===== config.mk =====
export PLATFORM = sky130hd
export DESIGN_NAME = gdjs_slots
export DESIGN_NICKNAME = d
export VERILOG_FILES = /design/src/hdl/gdjs_pkg.sv /design/src/hdl/gdjs_slots.sv
export SDC_FILE = /design/constraint.sdc
export NUM_CORES = 1
export LEC_CHECK = 0
export ABC_AREA = 1
export BUFFER_PORTS_ARGS = -buffer_cell sky130_fd_sc_hd__buf_2
export CORE_ASPECT_RATIO = 0.8
export CORE_MARGIN = 5
export CORE_UTILIZATION = 45
export DETAILED_ROUTE_END_ITERATION = 7
export PLACE_DENSITY = 0.62
export SYNTH_ARGS = -nofsm -noshare
export SYNTH_HDL_FRONTEND = slang
export SYNTH_SLANG_ARGS = --single-unit

===== constraint.sdc =====
create_clock -name clk_i -period 3.6 [get_ports clk_i]
set_input_delay 0.72 -clock clk_i [delete_from_list [all_inputs] [get_ports clk_i]]
set_output_delay 0.72 -clock clk_i [all_outputs]
set_load 0.1 [all_outputs]

===== src/hdl/gdjs_pkg.sv =====
// shared types and constants for the greedy deadline job sequencer
`default_nettype none

package gdjs_pkg;

  localparam int MAX_JOBS   = 256;
  localparam int MAX_SLOTS  = 256;

  localparam int PROFIT_W   = 16;
  localparam int DEADLINE_W = 9;
  localparam int KEY_W      = PROFIT_W + DEADLINE_W;
  localparam int DONE_W     = 9;
  localparam int SUM_W      = 24;

  localparam int CNT_W      = $clog2(MAX_JOBS + 1);
  localparam int SLOT_CW    = $clog2(MAX_SLOTS + 1);

  // slot map is searched one group of CHUNK_W slots per cycle
  localparam int CHUNK_W    = 16;
  localparam int OFF_W      = $clog2(CHUNK_W);
  localparam int NCHUNK     = (MAX_SLOTS + CHUNK_W - 1) / CHUNK_W;
  localparam int CHUNK_IW   = (NCHUNK > 1) ? $clog2(NCHUNK) : 1;
  localparam int NCHUNK_P   = 1 << CHUNK_IW;

  typedef struct packed {
    logic [PROFIT_W-1:0]   job_profit;
    logic [DEADLINE_W-1:0] job_deadline;
    logic                  last_job;
  } job_t;

  typedef struct packed {
    logic [DONE_W-1:0] jobs_done;
    logic [SUM_W-1:0]  total_profit;
  } res_t;

  // one sort cell: profit in the high bits, deadline in the low bits
  typedef struct packed {
    logic             valid;
    logic [KEY_W-1:0] key;
  } entry_t;

  typedef struct packed {
    logic             ins;
    logic             shift;
    logic [KEY_W-1:0] key;
  } chain_op_t;

  typedef struct packed {
    logic               start;
    logic               clear;
    logic [SLOT_CW-1:0] deadline;
  } srch_req_t;

  typedef struct packed {
    logic done;
    logic hit;
  } srch_rsp_t;

  typedef enum logic [1:0] {
    ST_LOAD,
    ST_POP,
    ST_WAIT,
    ST_DONE
  } state_e;

endpackage

`default_nettype wire


===== src/hdl/gdjs_slots.sv =====
// slot map and latest-free-slot search, one group of slots per cycle
`default_nettype none

module gdjs_slots
  import gdjs_pkg::*;
(
  input  logic      clk_i,
  input  logic      rst_ni,
  input  srch_req_t req_i,
  output srch_rsp_t rsp_o
);

  logic [CHUNK_W-1:0]  map_q [NCHUNK_P];
  logic                busy_q;
  logic [CHUNK_IW-1:0] chunk_q;
  logic [OFF_W-1:0]    off_q;

  logic [CHUNK_W-1:0]  row;
  logic [CHUNK_W-1:0]  low_mask;
  logic [CHUNK_W-1:0]  free;
  logic                hit;
  logic [OFF_W-1:0]    pos;
  logic [31:0]         start_idx;

  function automatic logic [OFF_W-1:0] top_bit(input logic [CHUNK_W-1:0] v);
    logic [OFF_W-1:0] idx;
    idx = '0;
    for (int j = 0; j < CHUNK_W; j++) begin
      if (v[j]) idx = OFF_W'(j);
    end
    return idx;
  endfunction

  assign row       = map_q[chunk_q];
  assign low_mask  = {CHUNK_W{1'b1}} >> (OFF_W'(CHUNK_W - 1) - off_q);
  assign free      = ~row & low_mask;
  assign hit       = |free;
  assign pos       = top_bit(free);
  // deadline is 1-based, the map is 0-based
  assign start_idx = 32'(req_i.deadline) - 32'd1;

  assign rsp_o.done = busy_q && (hit || (chunk_q == '0));
  assign rsp_o.hit  = busy_q && hit;

  always_ff @(posedge clk_i or negedge rst_ni) begin
    if (!rst_ni) begin
      busy_q <= 1'b0;
      for (int k = 0; k < NCHUNK_P; k++) map_q[k] <= '0;
    end else if (req_i.clear) begin
      busy_q <= 1'b0;
      for (int k = 0; k < NCHUNK_P; k++) map_q[k] <= '0;
    end else if (req_i.start) begin
      busy_q <= 1'b1;
    end else if (busy_q) begin
      if (hit) begin
        map_q[chunk_q][pos] <= 1'b1;
        busy_q              <= 1'b0;
      end else if (chunk_q == '0) begin
        busy_q <= 1'b0;
      end
    end
  end

  always_ff @(posedge clk_i) begin
    if (req_i.start) begin
      chunk_q <= start_idx[OFF_W +: CHUNK_IW];
      off_q   <= start_idx[OFF_W-1:0];
    end else if (busy_q && !hit && (chunk_q != '0)) begin
      chunk_q <= chunk_q - CHUNK_IW'(1);
      off_q   <= '1;
    end
  end

endmodule

`default_nettype wire


==> results <==
- The run finished, with violations left.
- The checks that failed: setup timing.
- The number of top-level design ports is 15.
- For this run, the post-layout net count is 1831.
- STA puts the critical path data arrival time at 3020 ps.
- The number of rows created at floorplan is 57.
- In the synthesized netlist, the number of instances is 1765.
- Cells fill 53.9% of the core in the end.
- The startpoint of the most critical register-to-register path is chunk_q[0].
- The routed layout has 12600 vias.
- Setup violations remaining at the end of the flow were counted as 2.
- The predominant post-synthesis flop cell is sky130_fd_sc_hd__dfrtp_1.
- The max-slew violation count is 0.
- The first routing iteration left 1345 violations.
- The final RePlAce weighted congestion is 0.898.
- The number of distinct library cells after synthesis is 44.
- The average wire per cell in the routed design is 19.6 um.
- The critical path start-end classification is reg2out.
- No sink is reached through more buffers than the 3 on the longest clock path.
- The static leakage power is 6.91 nW.
- A synthesized cell averages 7.81 sq um.
- Setup repair after global routing could not meet its margin everywhere.
- The library cell occupying the most area in the post-synthesis netlist is sky130_fd_sc_hd__dfrtp_1.
- The total of warnings raised by yosys is 0.
- The worst path uses 104% of the clock period.
- Timing would allow up to 0.267 GHz.
- The area of the die is 34300 sq um.
- The total clock sinks is 265.
- The post-CTS clock slew at the launch and capture registers of the worst setup and hold paths is 60 ps.
- The final layout contains routed wiring with a total length of 44.0 mm.
- Across the VDD grid, the largest voltage drop is 0.000361 V.
- In the synthesized netlist the async set-or-reset flop fraction comes to 97.0%.
- The number of hold-slack violations in the final timing report is 0.
- The first global-routing pass estimated 66.9 mm of wire.
- Global routing finished with a remaining overflow of 0.
- The terminus of the critical flop-to-flop path is map_q[112].
- The chip width is 206 um.
- The cell area after synthesis is 13800 sq um.
- Buffers placed on the I/O ports in this run total 13.
- Timing analysis after detailed placement gives a worst setup slack of 166 ps.
- The tool flagged a number of max-cap violations equal to 0.
- Subtracting the final worst setup slack from the clock period gives 3740 ps.
- Setup slack on the critical path of the routed design comes to -142 ps.
- The class of the tightest hold or removal check is in2async.
- The residual antenna-violating net count after detailed routing is 0.
- Clock tree synthesis inserted a total of 29 buffers.
- In the synthesized netlist, the cells that appear most often are 409 x sky130_fd_sc_hd__nor2_1, 257 x sky130_fd_sc_hd__dfrtp_1, 228 x sky130_fd_sc_hd__a21oi_1.
- The core region is 30300 sq um.
- The fraction of final layout cells sized beyond drive strength 1 is 15.5%.
- The relative slew slack is 38.9%.
- The length of the first detailed-routing pass in iterations is 5.
- After synthesis, flip-flops and latches occupy 48.4% of the total area.
- The setup slack of the worst register-to-register path is 140 ps.
- The clock arrives with 14.7 ps of skew.
- The critical path capture point type is an output pin.
- The area growth from synthesis to layout is 18.5%.
- The number of register bits inferred by synthesis is 265.
- The HPWL after detailed placement is 25.4 mm.
- The number of antenna violations at the first check in global routing is 1.
- Hold repair after CTS inserted 0 buffers.
- After layout, the design draws a total of 7.17 mW.
- In this run, synthesis inferred 8 flip-flops with an integrated enable.
- TritonCTS built the clock tree.
- The most common cell in the netlist is sky130_fd_sc_hd__nor2_1.
- The height of the die is 167 um.
- After routing the design area is 16300 sq um.
- The number of global-route vias before repair is 11700.
- The clock latency of the later-clocked register in the worst-skew pair is 560 ps.
- STA classifies the critical path startpoint as a register.
- Tracing the worst setup path back leads to its startpoint at chunk_q[0].
- The post-detailed-route DRC marker count is 0.
- The biggest fanout along the worst timing path is 13.
- In this run the biggest area consumer among cell types represents 46.7% of the synthesized area.
- The number of antenna diodes in the final layout is 0.
- The setup total negative slack is -265 ps.
- In the routed layout, each cell is associated on average with a via count of 5.60.
- The total power divided by cell area is 439 nW/um^2.
- The initial utilization of the core area, before any placement, comes to 45.5%.
- The buffer type at the clock tree root is sky130_fd_sc_hd__clkbuf_16.
- The worst register-to-register path has a depth of 19.
- For the pin with the worst max-slew slack, the measured transition is 917 ps.
- The net count after synthesis is 1784.
- The number of levels the H-tree was split into is 1.
- The pin count of the biggest net entering global routing is 162.
- In the post-synthesis netlist, the biggest area contributors are sky130_fd_sc_hd__dfrtp_1 47%, sky130_fd_sc_hd__nor2_1 11%, sky130_fd_sc_hd__a21oi_1 8.3%, sky130_fd_sc_hd__nand2_1 5.1%, sky130_fd_sc_hd__inv_1 5.0%.
- For this run, the total global-route usage over all layers was measured as 24.4%.
- Once placement finished, the instance area stood at 14500 sq um.
- STA puts the critical path data required time at 2880 ps.
## metrics by stage
step,hold slack [ps],std cells
6_report,252,2242
3_5_place_dp,478,2150
5_1_grt,324,2242
2_1_floorplan,424,1765
3_3_place_gp,468,2150
4_1_cts,279,2211
## how the worst max path moves through the flow
| stage | end | slack (ps) |
|---|---|---|
| CTS | rsp_o[1] | -110 |
| global route | rsp_o[1] | -230 |
| global placement | rsp_o[1] | 180 |
| finish | rsp_o[0] | -140 |
| floorplan | map_q[154] | 60 |
| detailed placement | rsp_o[1] | 170 |
## critical path, stage by stage (launching register included)
cell                        delay (ps)
sky130_fd_sc_hd__edfxtp_1          420
sky130_fd_sc_hd__buf_12            190
sky130_fd_sc_hd__bufbuf_16         310
sky130_fd_sc_hd__o21ai_2           130
sky130_fd_sc_hd__o22ai_1            90
sky130_fd_sc_hd__nand2_1            80
sky130_fd_sc_hd__nand2_2            90
sky130_fd_sc_hd__nor4_4            370
sky130_fd_sc_hd__nor2_2             90
sky130_fd_sc_hd__nand2_2           120
sky130_fd_sc_hd__nor2_4             60
sky130_fd_sc_hd__nand2_4           110
sky130_fd_sc_hd__inv_4              50
sky130_fd_sc_hd__nor2_4            160
sky130_fd_sc_hd__buf_12            190
## cells by family after synthesis
group           count (synthesis)  share of synthesized area, %
flops                         265                          48.4
compound gates                381                          14.7
simple gates                  787                          26.0
buf+inv                       323                          10.2
xor+xnor                        3                         0.191
fa+ha+maj                       6                         0.545
## flip-flops by register name (all words and copies together), names as in the netlist
name and flops:
busy_q 1, map_q 256, chunk_q 4, off_q 4
## power breakdown
part / switching (mW) / total [mW] / internal [mW]
Sequential: 0.0162 / 3.03 / 3.01
Combinational: 0.912 / 1.29 / 0.380
Clock: 1.21 / 2.85 / 1.65
## cell usage in the layout (no fill, tap or decap), types with 20 or more instances in the layout
master                        n
sky130_fd_sc_hd__nor2_1     401
sky130_fd_sc_hd__dfrtp_1    257
sky130_fd_sc_hd__a21oi_1    216
sky130_fd_sc_hd__inv_1      182
sky130_fd_sc_hd__nand2_1    176
sky130_fd_sc_hd__nand4_1     99
sky130_fd_sc_hd__buf_4       83
sky130_fd_sc_hd__o21ai_0     59
sky130_fd_sc_hd__o21ai_1     41
sky130_fd_sc_hd__nand3_1     38
sky130_fd_sc_hd__clkbuf_16   32
sky130_fd_sc_hd__buf_12      22
sky130_fd_sc_hd__nor2_4      20
## layer usage
layer	wire, um	up-vias	track usage (%)
met5	9	-	0
met4	1090	2	5.74
met3	3550	87	4.14
met2	19000	504	35.3
met1	20400	6110	38.3
li1	-	5848	-
## final cells by class
| class | count | area, sq um |
|---|---|---|
| inverter | 207 | 817 |
| fill | 2867 | 14000 |
| tap | 413 | 517 |
| clock buffer | 45 | 876 |
| timing repair inverter | 1 | 11.3 |
| sequential | 265 | 6670 |
| multi-input combinational | 1180 | 6010 |
| clock inverter | 3 | 15.0 |
| timing repair buffer | 128 | 1410 |
## timing repair
item	4_1_cts	5_1_grt
setup endpoints to repair	2	115
pin swaps	10	37
cloned	6	7
gates resized for setup	43	60
buffers inserted	7	25
endpoints found under the hold margin	0	0
(Power assumes the default switching activity.)
